$ cat config.mk
export PLATFORM = sky130hd
export DESIGN_NAME = altitude_climb_descent_detector_flat
export DESIGN_NICKNAME = d
export VERILOG_FILES = /design/src/acd_pkg.sv /design/src/acd_channels.sv /design/src/altitude_climb_descent_detector.sv /design/src/acd_ema.sv /design/src/acd_slope.sv /design/src/flat_wrapper.sv
export VERILOG_INCLUDE_DIRS = /design/src /design/src/src
export SDC_FILE = /design/constraint.sdc
export NUM_CORES = 2
export LEC_CHECK = 0
export CAP_MARGIN = 20
export CORE_UTILIZATION = 50
export DETAILED_ROUTE_END_ITERATION = 16
export DONT_BUFFER_PORTS = 1
export HOLD_SLACK_MARGIN = 0.1
export PLACE_DENSITY = 0.76
export SETUP_SLACK_MARGIN = 0.02
export SLEW_MARGIN = 20
export SYNTH_ARGS = -nofsm -noshare
export SYNTH_HDL_FRONTEND = slang
export SYNTH_SLANG_ARGS = --single-unit
export TNS_END_PERCENT = 5
$ cat constraint.sdc
create_clock -name clk_i -period 32.4 [get_ports clk_i]
set_input_delay 1.62 -clock clk_i [delete_from_list [all_inputs] [get_ports clk_i]]
set_output_delay 1.62 -clock clk_i [all_outputs]
set_load 0.01 [all_outputs]
$ cat src/altitude_climb_descent_detector_macros.svh
// assertion macros for the altitude climb / descent detector
`ifndef ALTITUDE_CLIMB_DESCENT_DETECTOR_MACROS_SVH
`define ALTITUDE_CLIMB_DESCENT_DETECTOR_MACROS_SVH

`ifndef ASSERT_OFF
`define ACD_ASSERT(name, prop) \
  name: assert property (@(posedge clk_i) disable iff (!rst_ni) prop) \
    else $error("acd assertion failed");
`define ACD_ASSERT_IMP(name, ante, cons) \
  name: assert property (@(posedge clk_i) disable iff (!rst_ni) (ante) |=> (cons)) \
    else $error("acd assertion failed");
`else
`define ACD_ASSERT(name, prop)
`define ACD_ASSERT_IMP(name, ante, cons)
`endif

`endif

$ cat src/acd_pkg.sv
// shared widths, codes and types of the altitude climb / descent detector
package acd_pkg;

  localparam int unsigned ALT_W   = 24;
  localparam int unsigned FRAC_W  = 8;
  localparam int unsigned ACC_W   = ALT_W + FRAC_W;
  localparam int unsigned ALPHA_W = 16;
  localparam int unsigned THR_W   = 21;
  localparam int unsigned CFG_W   = 21;
  localparam int unsigned CFG_IDX_W = 2;
  localparam int unsigned DELTA_W = ALT_W + 1;
  localparam int unsigned RUN_LEN = 3;

  localparam logic [ALPHA_W-1:0] ALPHA_RST = ALPHA_W'(58982);
  localparam logic signed [THR_W-1:0] RISE_RST = THR_W'(50);
  localparam logic signed [THR_W-1:0] FALL_RST = -THR_W'(50);

  typedef enum logic [1:0] {
    POSE_UNKNOWN = 2'd0,
    POSE_RISING  = 2'd1,
    POSE_FALLING = 2'd2
  } pose_e;

  typedef enum logic [CFG_IDX_W-1:0] {
    CFG_ALPHA = 2'd0,
    CFG_RISE  = 2'd1,
    CFG_FALL  = 2'd2
  } cfg_idx_e;

endpackage

$ cat src/acd_channels.sv
// valid / ready channels for altitude samples and detector results
interface acd_in_if;
  logic valid;
  logic ready;
  logic signed [acd_pkg::ALT_W-1:0] altitude_cm;

  modport source (output valid, output altitude_cm, input ready);
  modport sink (input valid, input altitude_cm, output ready);
endinterface

interface acd_out_if;
  logic valid;
  logic ready;
  logic signed [acd_pkg::ALT_W-1:0] smoothed_altitude_cm;
  acd_pkg::pose_e pose;

  modport source (output valid, output smoothed_altitude_cm, output pose, input ready);
  modport sink (input valid, input smoothed_altitude_cm, input pose, output ready);
endinterface

$ cat src/altitude_climb_descent_detector.sv
// top level: input register, smoothing and slope logic, result register, config
//
//  channel  | dir | payload                           | handshake
//  in_if    | in  | altitude_cm                       | valid / ready
//  out_if   | out | smoothed_altitude_cm, pose        | valid / ready
//  cfg      | in  | cfg_idx_i, cfg_data_i             | cfg_we_i, no wait
//
// one item per cycle sustained while out_if does not stall; each item goes from the
// input register through one multiply-add and compares into the result register
// in_if.ready follows out_if.ready through the same cycle, so a stall on the output
// holds both registers and backs up to the input after one more item
// reset clears the average, the history and both valid flags and loads the
// default alpha and thresholds
`include "altitude_climb_descent_detector_macros.svh"

module altitude_climb_descent_detector (
  input  logic                               clk_i,
  input  logic                               rst_ni,
  acd_in_if.sink                             in_if,
  acd_out_if.source                          out_if,
  input  logic                               cfg_we_i,
  input  logic [acd_pkg::CFG_IDX_W-1:0]      cfg_idx_i,
  input  logic [acd_pkg::CFG_W-1:0]          cfg_data_i
);

  logic [acd_pkg::ALPHA_W-1:0]       alpha_q;
  logic signed [acd_pkg::THR_W-1:0]  rise_thr_q;
  logic signed [acd_pkg::THR_W-1:0]  fall_thr_q;

  logic                              in_valid_q;
  logic signed [acd_pkg::ALT_W-1:0]  alt_q;
  logic                              out_valid_q;
  logic signed [acd_pkg::ALT_W-1:0]  smooth_q;
  acd_pkg::pose_e                    pose_q;

  logic                              advance;
  logic signed [acd_pkg::ALT_W-1:0]  smoothed;
  logic                              seen_first;
  acd_pkg::pose_e                    pose;

  assign advance     = in_valid_q && (!out_valid_q || out_if.ready);
  assign in_if.ready = !in_valid_q || advance;

  always_ff @(posedge clk_i or negedge rst_ni) begin
    if (!rst_ni) begin
      alpha_q    <= acd_pkg::ALPHA_RST;
      rise_thr_q <= acd_pkg::RISE_RST;
      fall_thr_q <= acd_pkg::FALL_RST;
    end else if (cfg_we_i) begin
      case (cfg_idx_i)
        acd_pkg::CFG_ALPHA: alpha_q    <= cfg_data_i[acd_pkg::ALPHA_W-1:0];
        acd_pkg::CFG_RISE:  rise_thr_q <= cfg_data_i[acd_pkg::THR_W-1:0];
        acd_pkg::CFG_FALL:  fall_thr_q <= cfg_data_i[acd_pkg::THR_W-1:0];
        default: ;
      endcase
    end
  end

  always_ff @(posedge clk_i or negedge rst_ni) begin
    if (!rst_ni) begin
      in_valid_q <= 1'b0;
    end else if (in_if.ready) begin
      in_valid_q <= in_if.valid;
    end
  end

  always_ff @(posedge clk_i) begin
    if (in_if.valid && in_if.ready) begin
      alt_q <= in_if.altitude_cm;
    end
  end

  always_ff @(posedge clk_i or negedge rst_ni) begin
    if (!rst_ni) begin
      out_valid_q <= 1'b0;
    end else if (advance) begin
      out_valid_q <= 1'b1;
    end else if (out_if.ready) begin
      out_valid_q <= 1'b0;
    end
  end

  always_ff @(posedge clk_i) begin
    if (advance) begin
      smooth_q <= smoothed;
      pose_q   <= pose;
    end
  end

  acd_ema u_ema (
    .clk_i        (clk_i),
    .rst_ni       (rst_ni),
    .step_i       (advance),
    .sample_i     (alt_q),
    .alpha_i      (alpha_q),
    .smoothed_o   (smoothed),
    .seen_first_o (seen_first)
  );

  acd_slope u_slope (
    .clk_i        (clk_i),
    .rst_ni       (rst_ni),
    .step_i       (advance),
    .seen_first_i (seen_first),
    .smoothed_i   (smoothed),
    .rise_thr_i   (rise_thr_q),
    .fall_thr_i   (fall_thr_q),
    .pose_o       (pose)
  );

  assign out_if.valid                = out_valid_q;
  assign out_if.smoothed_altitude_cm = smooth_q;
  assign out_if.pose                 = pose_q;

  `ACD_ASSERT_IMP(a_seen_sticky, seen_first, seen_first)
  `ACD_ASSERT_IMP(a_hold_input, in_valid_q && !advance, in_valid_q && $stable(alt_q))
  `ACD_ASSERT_IMP(a_advance_shows, advance, out_valid_q)
  `ACD_ASSERT_IMP(a_first_unknown, advance && !seen_first, pose_q == acd_pkg::POSE_UNKNOWN)

endmodule

$ cat src/acd_ema.sv
// exponential moving average: accumulator state and its one-multiply update
module acd_ema (
  input  logic                                clk_i,
  input  logic                                rst_ni,
  input  logic                                step_i,
  input  logic signed [acd_pkg::ALT_W-1:0]    sample_i,
  input  logic [acd_pkg::ALPHA_W-1:0]         alpha_i,
  output logic signed [acd_pkg::ALT_W-1:0]    smoothed_o,
  output logic                                seen_first_o
);

  localparam int unsigned DW = acd_pkg::ACC_W + 1;
  localparam int unsigned WW = acd_pkg::ALPHA_W + 1;
  localparam int unsigned PW = DW + WW + 1;

  logic signed [acd_pkg::ACC_W-1:0] acc_q, acc_d;
  logic                             seen_q;
  logic signed [acd_pkg::ACC_W-1:0] scaled;
  logic signed [DW-1:0]             diff;
  logic [WW-1:0]                    weight;
  logic signed [PW-1:0]             prod;
  logic signed [DW-1:0]             sum;

  assign scaled = {sample_i, {acd_pkg::FRAC_W{1'b0}}};
  assign diff   = {scaled[acd_pkg::ACC_W-1], scaled} - {acc_q[acd_pkg::ACC_W-1], acc_q};
  // weight on the new sample is one minus alpha
  assign weight = {1'b1, {acd_pkg::ALPHA_W{1'b0}}} - {1'b0, alpha_i};
  assign prod   = PW'(diff) * $signed({1'b0, weight});
  // floor of the product over 2^16, then back onto the old average
  assign sum    = {acc_q[acd_pkg::ACC_W-1], acc_q} + prod[DW+acd_pkg::ALPHA_W-1:acd_pkg::ALPHA_W];

  always_comb begin
    if (seen_q) begin
      acc_d = sum[acd_pkg::ACC_W-1:0];
    end else begin
      acc_d = scaled;
    end
  end

  always_ff @(posedge clk_i or negedge rst_ni) begin
    if (!rst_ni) begin
      acc_q  <= '0;
      seen_q <= 1'b0;
    end else if (step_i) begin
      acc_q  <= acc_d;
      seen_q <= 1'b1;
    end
  end

  assign smoothed_o   = acc_d[acd_pkg::ACC_W-1:acd_pkg::FRAC_W];
  assign seen_first_o = seen_q;

endmodule

$ cat src/acd_slope.sv
// slope qualifier: change since the previous sample and three-in-a-row runs
module acd_slope (
  input  logic                               clk_i,
  input  logic                               rst_ni,
  input  logic                               step_i,
  input  logic                               seen_first_i,
  input  logic signed [acd_pkg::ALT_W-1:0]   smoothed_i,
  input  logic signed [acd_pkg::THR_W-1:0]   rise_thr_i,
  input  logic signed [acd_pkg::THR_W-1:0]   fall_thr_i,
  output acd_pkg::pose_e                     pose_o
);

  logic signed [acd_pkg::ALT_W-1:0]   prev_q;
  logic [acd_pkg::RUN_LEN-2:0]        rise_hist_q;
  logic [acd_pkg::RUN_LEN-2:0]        fall_hist_q;
  logic signed [acd_pkg::DELTA_W-1:0] delta;
  logic                               rise_now;
  logic                               fall_now;
  logic [acd_pkg::RUN_LEN-1:0]        rise_run;
  logic [acd_pkg::RUN_LEN-1:0]        fall_run;

  always_comb begin
    if (seen_first_i) begin
      delta = acd_pkg::DELTA_W'(smoothed_i) - acd_pkg::DELTA_W'(prev_q);
    end else begin
      delta = '0;
    end
  end

  assign rise_now = delta > acd_pkg::DELTA_W'(rise_thr_i);
  assign fall_now = delta < acd_pkg::DELTA_W'(fall_thr_i);
  assign rise_run = {rise_hist_q, rise_now};
  assign fall_run = {fall_hist_q, fall_now};

  // rising wins when both runs are complete
  always_comb begin
    if (&rise_run) begin
      pose_o = acd_pkg::POSE_RISING;
    end else if (&fall_run) begin
      pose_o = acd_pkg::POSE_FALLING;
    end else begin
      pose_o = acd_pkg::POSE_UNKNOWN;
    end
  end

  always_ff @(posedge clk_i or negedge rst_ni) begin
    if (!rst_ni) begin
      prev_q      <= '0;
      rise_hist_q <= '0;
      fall_hist_q <= '0;
    end else if (step_i) begin
      prev_q      <= smoothed_i;
      rise_hist_q <= rise_run[acd_pkg::RUN_LEN-2:0];
      fall_hist_q <= fall_run[acd_pkg::RUN_LEN-2:0];
    end
  end

endmodule
$ cat src/flat_wrapper.sv
// flat-port wrapper written by rule: the top's interface ports become plain ports
module altitude_climb_descent_detector_flat 
  (clk_i, rst_ni, cfg_we_i, cfg_idx_i, cfg_data_i, in_if_valid, in_if_altitude_cm, in_if_ready, out_if_valid, out_if_smoothed_altitude_cm, out_if_pose, out_if_ready);
  acd_in_if in_if_i ();
  acd_out_if out_if_i ();
  input  logic clk_i;
  input  logic rst_ni;
  input  logic cfg_we_i;
  input  logic [acd_pkg::CFG_IDX_W-1:0] cfg_idx_i;
  input  logic [acd_pkg::CFG_W-1:0] cfg_data_i;
  input wire logic [$bits(in_if_i.valid)-1:0] in_if_valid;
  input wire logic [$bits(in_if_i.altitude_cm)-1:0] in_if_altitude_cm;
  output wire logic [$bits(in_if_i.ready)-1:0] in_if_ready;
  output wire logic [$bits(out_if_i.valid)-1:0] out_if_valid;
  output wire logic [$bits(out_if_i.smoothed_altitude_cm)-1:0] out_if_smoothed_altitude_cm;
  output wire logic [$bits(out_if_i.pose)-1:0] out_if_pose;
  input wire logic [$bits(out_if_i.ready)-1:0] out_if_ready;
  assign in_if_i.valid = in_if_valid;
  assign in_if_i.altitude_cm = in_if_altitude_cm;
  assign in_if_ready = in_if_i.ready;
  assign out_if_valid = out_if_i.valid;
  assign out_if_smoothed_altitude_cm = out_if_i.smoothed_altitude_cm;
  assign out_if_pose = out_if_i.pose;
  assign out_if_i.ready = out_if_ready;
  altitude_climb_descent_detector u_core (.clk_i(clk_i), .rst_ni(rst_ni), .in_if(in_if_i), .out_if(out_if_i), .cfg_we_i(cfg_we_i), .cfg_idx_i(cfg_idx_i), .cfg_data_i(cfg_data_i));
endmodule
Yosys cells after proc, flatten, opt, wreduce, memory -nomap -nowiden
Index checks and enable logic that the tools add are counted.
Widths: inputs -> output; s select.
{"block": "totals", "register_bits": 171}
{"block": "classes", "addsub": 4, "mul": 1, "n_lt_le_gt_ge": 2, "n_eq_ne": 2, "n_mux": 5, "reduce_logical": 13}
{"cell": "$mul 33x18->48", "n": 1}
{"cell": "$sub 32x32->33", "n": 1}
{"cell": "$add 32x32->32", "n": 1}
{"cell": "$mux 32", "n": 1}
{"cell": "$gt 25x21->1", "n": 1}
{"cell": "$lt 25x21->1", "n": 1}
{"cell": "$mux 25", "n": 1}
{"cell": "$sub 24x24->25", "n": 1}
{"cell": "$sub 17x16->17 const A", "n": 1}
{"cell": "$reduce_and 2->1", "n": 3}
{"cell": "$reduce_and 3->1", "n": 2}
{"cell": "$eq 2x1->1 const B", "n": 1}
{"cell": "$eq 2x2->1 const B", "n": 1}
{"cell": "$logic_and 1x1->1", "n": 2}
{"cell": "$logic_not 1->1", "n": 2}
{"cell": "$logic_not 2->1", "n": 1}
{"cell": "$logic_or 1x1->1", "n": 2}
{"cell": "$mux 1", "n": 2}
{"cell": "$mux 2", "n": 1}
{"cell": "$reduce_bool 2->1", "n": 1}

Depth between registers and ports, before layout
{"block": "depth", "ltp_word": 9, "depth_mapped": 66, "mapped_depth_nobuf": 64}

Hierarchy
Synthesis repeated with hierarchy kept, for this count alone.
{"block": "unflattened", "hier_cells": 3406, "hier_area_um2": 30402.9}
{"module": "acd_ema", "n_inst": 1, "cells_per_inst": 2753, "area_each_um2": 22935.7, "seq_area_each_um2": 825.8}
{"module": "altitude_climb_descent_detector", "n_inst": 1, "cells_per_inst": 182, "area_each_um2": 3811.2, "seq_area_each_um2": 3040.4}
{"module": "acd_slope", "n_inst": 1, "cells_per_inst": 471, "area_each_um2": 3656.0, "seq_area_each_um2": 700.7}

Worst setup path after synthesis
OpenSTA, ideal clock, no wires.
{"block": "synth_timing", "path_kind": "flip-flop to flip-flop", "start": "register u_core.alpha_q[0] in the netlist's numbering", "end": "register u_core.pose_q[1] (netlist: u_core.out_if.pose[1]) (data pin)", "arrival_ns": 12.979, "required_time_ns": 32.243, "path_slack_ns": 19.264, "path_stages_with_launch": 65, "n_path_buf": 3, "period_less_slack_ns": 13.136, "cell_sequence": "dfrtp_1 inv_1 clkbuf_1 ha_1 nand2b_1 nor4_1 nand3b_1 xor2_1 clkbuf_1 clkbuf_1 nand2_1 fa_1 inv_1 fa_1 inv_1 fa_1 inv_1 fa_1 (+29 left out) a21o_1 a21boi_0 o21ai_0 a21boi_0 nor3_1 and3b_1 ha_1 and3_1 nand3_1 nor2_1 nor2_1 a21oi_1 a211oi_1 a21oi_1 o41ai_1 a22o_1 a211oi_1 nor3_1"}
{"block": "synth_between", "elab_chain_len": 9}
{"item": "from (decl)", "line_no": "altitude_climb_descent_detector.sv:26", "text": "logic [acd_pkg::ALPHA_W-1:0] alpha_q;"}
{"item": "from (signal assigned)", "line_no": "altitude_climb_descent_detector.sv:46", "text": "alpha_q <= acd_pkg::ALPHA_RST;"}
{"item": "from (signal assigned)", "line_no": "altitude_climb_descent_detector.sv:51", "text": "acd_pkg::CFG_ALPHA: alpha_q <= cfg_data_i[acd_pkg::ALPHA_W-1:0];"}
{"item": "$sub 17x16->17 *", "line_no": "acd_ema.sv:27", "text": "assign weight = {1'b1, {acd_pkg::ALPHA_W{1'b0}}} - {1'b0, alpha_i};"}
{"item": "$mul 33x18->48 *", "line_no": "acd_ema.sv:28", "text": "assign prod = PW'(diff) * $signed({1'b0, weight});"}
{"item": "$add 32x32->32 *", "line_no": "acd_ema.sv:30", "text": "assign sum = {acc_q[acd_pkg::ACC_W-1], acc_q} + prod[DW+acd_pkg::ALPHA_W-1:acd_pkg::ALPHA_W];"}
{"item": "$mux 32 *", "line_no": "acd_ema.sv:33", "text": "if (seen_q) begin"}
{"item": "named net u_core.smoothed, one bit", "line_no": "altitude_climb_descent_detector.sv:37", "text": "logic signed [acd_pkg::ALT_W-1:0] smoothed;"}
{"item": "$sub 24x24->25 *", "line_no": "acd_slope.sv:24", "text": "delta = acd_pkg::DELTA_W'(smoothed_i) - acd_pkg::DELTA_W'(prev_q);"}
{"item": "$mux 25 *", "line_no": "acd_slope.sv:23", "text": "if (seen_first_i) begin"}
{"item": "$lt 25x21->1", "line_no": "acd_slope.sv:31", "text": "assign fall_now = delta < acd_pkg::DELTA_W'(fall_thr_i);"}
{"item": "$reduce_and 3->1", "line_no": "acd_slope.sv:39", "text": "end else if (&fall_run) begin"}
{"item": "$mux 2", "line_no": "acd_slope.sv:39"}
{"item": "to (signal assigned)", "line_no": "altitude_climb_descent_detector.sv:86", "text": "pose_q <= pose;"}
{"item": "to (decl)", "line_no": "altitude_climb_descent_detector.sv:34", "text": "acd_pkg::pose_e pose_q;"}
Mark *: on every way through the listed nets, which the timed path passes. The rest lies on a longest branch.
A chain may end at the register's enable or synchronous reset.

Worst setup path in the final report
{"block": "layout_timing", "start": "register u_core.u_ema.acc_q[0] in the netlist's numbering", "end": "register u_core.pose_q[1] (netlist: u_core.out_if.pose[1]) (data pin)"}
{"block": "layout_between", "elab_chain_len": 9}
{"item": "from (decl)", "line_no": "acd_ema.sv:16", "text": "logic signed [acd_pkg::ACC_W-1:0] acc_q, acc_d;"}
{"item": "from (signal assigned)", "line_no": "acd_ema.sv:42", "text": "acc_q <= '0;"}
{"item": "from (signal assigned)", "line_no": "acd_ema.sv:45", "text": "acc_q <= acc_d;"}
{"item": "$sub 32x32->33", "line_no": "acd_ema.sv:25", "text": "assign diff = {scaled[acd_pkg::ACC_W-1], scaled} - {acc_q[acd_pkg::ACC_W-1], acc_q};"}
{"item": "$mul 33x18->48", "line_no": "acd_ema.sv:28"}
{"item": "$add 32x32->32 *", "line_no": "acd_ema.sv:30"}
{"item": "$mux 32 *", "line_no": "acd_ema.sv:33"}
{"item": "named net u_core.smoothed, one bit", "line_no": "altitude_climb_descent_detector.sv:37"}
{"item": "$sub 24x24->25 *", "line_no": "acd_slope.sv:24"}
{"item": "$mux 25 *", "line_no": "acd_slope.sv:23"}
{"item": "$lt 25x21->1", "line_no": "acd_slope.sv:31"}
{"item": "$reduce_and 3->1", "line_no": "acd_slope.sv:39"}
{"item": "$mux 2", "line_no": "acd_slope.sv:39"}
Marks and branches as above.

==> qor.yml <==
status: "finished clean"
cts_tree: "done"
cp.required_ns: 32.57
syn_area_per_cell_sq_um: 8.914
synth_top_cell_by_area: "fa_1"
fin_util_pct: 53.78
die_w_um: 243.6
cp_max_fo: 17
synth_flop_cell: "dfrtp_1"
cts_setup_buffers: 0
cts_resized: 0
period_needed_ns: 15.19
grt-ovfl-total: 0
root_buffer: "clkbuf_16"
max_stage_delay_ns: 0.65
nets: 4071
reg2reg_slack_ns: 17.21
floorplan.rows: 88
worstHoldPathCells: 2
area_delta_synth_final_pct: 6.279
drive_gt1_share_pct: 7.330
crit_top_cell: "inv_1"
drtAntennaViolNets: 0
maxCapViolations: 0
core_area_sq_um: 57700
synth-edff-count: 50
ys.warnings.count: 0
path_clk_slew_ns: 0.07
vias: 22460
dr.first_iter.drc_count: 1787
clk_latency_ns: 0.44
die_h_um: 243.6
rsz0062_at_grt: "false"
postSynth.asyncResetShare_pct: 65.99
skew_ns: 0.009573
io_pins: 80
die_area_sq_um: 59360
holdBufCountCts: 0
cts-htree-levels: 4
cts_buffers: 17
grt_max_degree: 98
critPathCaptureType: "flop"
grt_use_total_pct: 27.09
placement.io_buffers: 0
netlist_area_sq_um: 29190
setup_viol: 0
tightest_slew_ns: 1.187
timing.final.crit_share_pct: 46.88
vias_per_cell: 5.561
ys_seq_area_share_pct: 13.59
wl_um: 77570
yosysTopAreaCellShare_pct: 35.38
finalSetupTns_ns: 0
drc_errors: 0
finalHoldViolCount: 0
crit_type: "flop to flop"
wl_per_cell_um: 19.20
diodes: 0
ff2ff_path_depth: 58
start_kind: "flop"
arrival_ns: 15.36
fmax_mhz: 65.84
gp_congestion: 0.9870
grt_pass1_wl_um: 125300
relSlewSlack_pct: 20.58
syn_inst: 3275
hp-class: "flop to flop"
antenna_found_initial: 0
ys_types: 75
dp_hpwl_um: 63130
clockBufferDepth: 2
first_pass_iters: 6
clock-sinks: 147
crit_slowest_cell: "nor4_1"
synth-seq-cells: 147
start_util_pct: 50.60
hold_ws_ns: 0.4890
grt_pass1_vias: 23610
synth_nets: 4085
synth_area_leaders: "fa_1 (35%), ha_1 (10%), inv_1 (10%), dfrtp_1 (5.7%), edfxtp_1 (5.1%)"
slew_violations: 0
[flip-flops by register name (all words and copies together) (netlist names)]
signal and cells:
u_core.fall_thr_q 21, u_core.u_slope.fall_hist_q 2, u_core.u_slope.prev_q 24, u_core.alpha_q 16, u_core.u_ema.seen_first_o 1, u_core.u_slope.rise_hist_q 2
u_core.out_if.valid 1, u_core.out_if.smoothed_altitude_cm 24, u_core.alt_q 24, u_core.in_valid_q 1, u_core.out_if.pose 2, u_core.rise_thr_q 21
u_core.u_ema.acc_q 8
[routing by layer]
| layer | vias up | part of all wire, % | track usage [%] |
|---|---|---|---|
| met4 | 0 | 5.7 | 14.03 |
| met3 | 292 | 8.0 | 4.406 |
| met2 | 1010 | 49 | 45.81 |
| met5 | - | 0 | 0 |
| met1 | 11160 | 38 | 33.37 |
| li1 | 9996 | - | - |
[synth_stat cells, types with 5 or more instances]
cell and n:
nor3_1 36, edfxtp_1 50, xnor2_1 99, clkbuf_1 86, dfstp_2 30, a21o_1 52
a211o_1 8, a31oi_1 12, nand3_1 24, and3_1 16, nand4_1 13, a21oi_1 98
buf_1 5, o21ai_0 78, xor2_1 57, a21boi_0 5, o21a_1 30, and3b_1 6
mux2_2 83, ha_1 242, nor2_1 368, o21bai_1 13, inv_1 778, or3_1 14
fa_1 516, dfrtp_1 67, nor2b_1 26, o31ai_1 11, a211oi_1 10, nand3b_1 8
or2_2 6, nand2_1 309, and2_1 15, nand2b_1 34
[cells by family (layout without fill, tap and decap cells)]
kind of cell    after synthesis  after routing  share of synthesized area [%]
xor+xnor                    157            157                          4.736
buf+inv                     870            869                          11.19
simple gates                897            897                          13.51
mux                          87             87                          3.339
fa+ha+maj                   758            758                          45.75
compound gates              359            359                          7.886
flops                       147            147                          13.59
[per-stage QoR]
stage | worst slack, ns | instance area, sq um | std cells
6_report | 17.21 | 31030 | 4039
5_1_grt | 16.31 | 31030 | 4039
4_1_cts | 17.52 | 30970 | 4037
3_5_place_dp | 17.62 | 30380 | 4005
3_3_place_gp | 17.79 | 30360 | 4004
2_1_floorplan | 19.26 | 29190 | 3275
[layout make-up]
class	count	area, sq um
flip-flops and latches	147	3968
fillers	5139	26670
repair buffers	58	466.7
multi-input cells	2258	22120
inverters	779	2924
clock inverters	15	171.4
clock buffers	17	425.4
well taps	765	957.2
[worst max-delay path, delay by kind of cell (launching register included)]
family	cells	cell delay, ns
adder cells (fa/ha/maj)	11	4.77
AO/OA/AOI/OAI	21	4.42
AND/OR/NAND/NOR	14	3.31
buffers and inverters	8	1.19
flip-flops	1	0.51
XOR/XNOR	3	0.38
multiplexers	1	0.29
[layout by cell type (no fill, tap or decap), types with 10 or more instances in the layout]
| master | Yosys | final |
|---|---|---|
| ha_1 | 242 | 242 |
| a21oi_1 | 98 | 98 |
| buf_4 | 0 | 55 |
| nand3_1 | 24 | 24 |
| dfrtp_1 | 67 | 66 |
| o21bai_1 | 13 | 13 |
| a211oi_1 | 10 | 10 |
| nand4_1 | 13 | 13 |
| or3_1 | 14 | 14 |
| fa_1 | 516 | 516 |
| nand2b_1 | 34 | 34 |
| and3_1 | 16 | 16 |
| mux2_2 | 83 | 83 |
| dfstp_2 | 30 | 30 |
| edfxtp_1 | 50 | 50 |
| o21a_1 | 30 | 30 |
| nor3_1 | 36 | 36 |
| o31ai_1 | 11 | 11 |
| nor2b_1 | 26 | 26 |
| a31oi_1 | 12 | 12 |
| o21ai_0 | 78 | 78 |
| and2_1 | 15 | 15 |
| nand2_1 | 309 | 309 |
| xnor2_1 | 99 | 92 |
| nor2_1 | 368 | 368 |
| clkbuf_16 | 0 | 17 |
| inv_1 | 778 | 777 |
| xor2_1 | 57 | 48 |
| a21o_1 | 52 | 52 |
[worst paths after layout]
path,start,end
hold / removal,u_core.u_slope.fall_hist_q[1]$_DFFE_PN0P_,u_core.u_slope.fall_hist_q[1]$_DFFE_PN0P_
setup / recovery,u_core.u_ema.acc_q[0]$_DFFE_PN0P_,u_core.out_if.pose[1]$_SDFFCE_PP0P_
setup reg to reg,u_core.u_ema.acc_q[0]$_DFFE_PN0P_,u_core.out_if.pose[1]$_SDFFCE_PP0P_
min in group asynchronous,rst_ni,u_core.rise_thr_q[17]$_DFFE_PN0P_
max in group asynchronous,rst_ni,u_core.alpha_q[1]$_DFFE_PN1P_
hold reg to reg,u_core.u_slope.fall_hist_q[1]$_DFFE_PN0P_,u_core.u_slope.fall_hist_q[1]$_DFFE_PN0P_
Power is not shown: default switching activity piles up to over one toggle a cycle in this logic, so the estimate is an artifact.
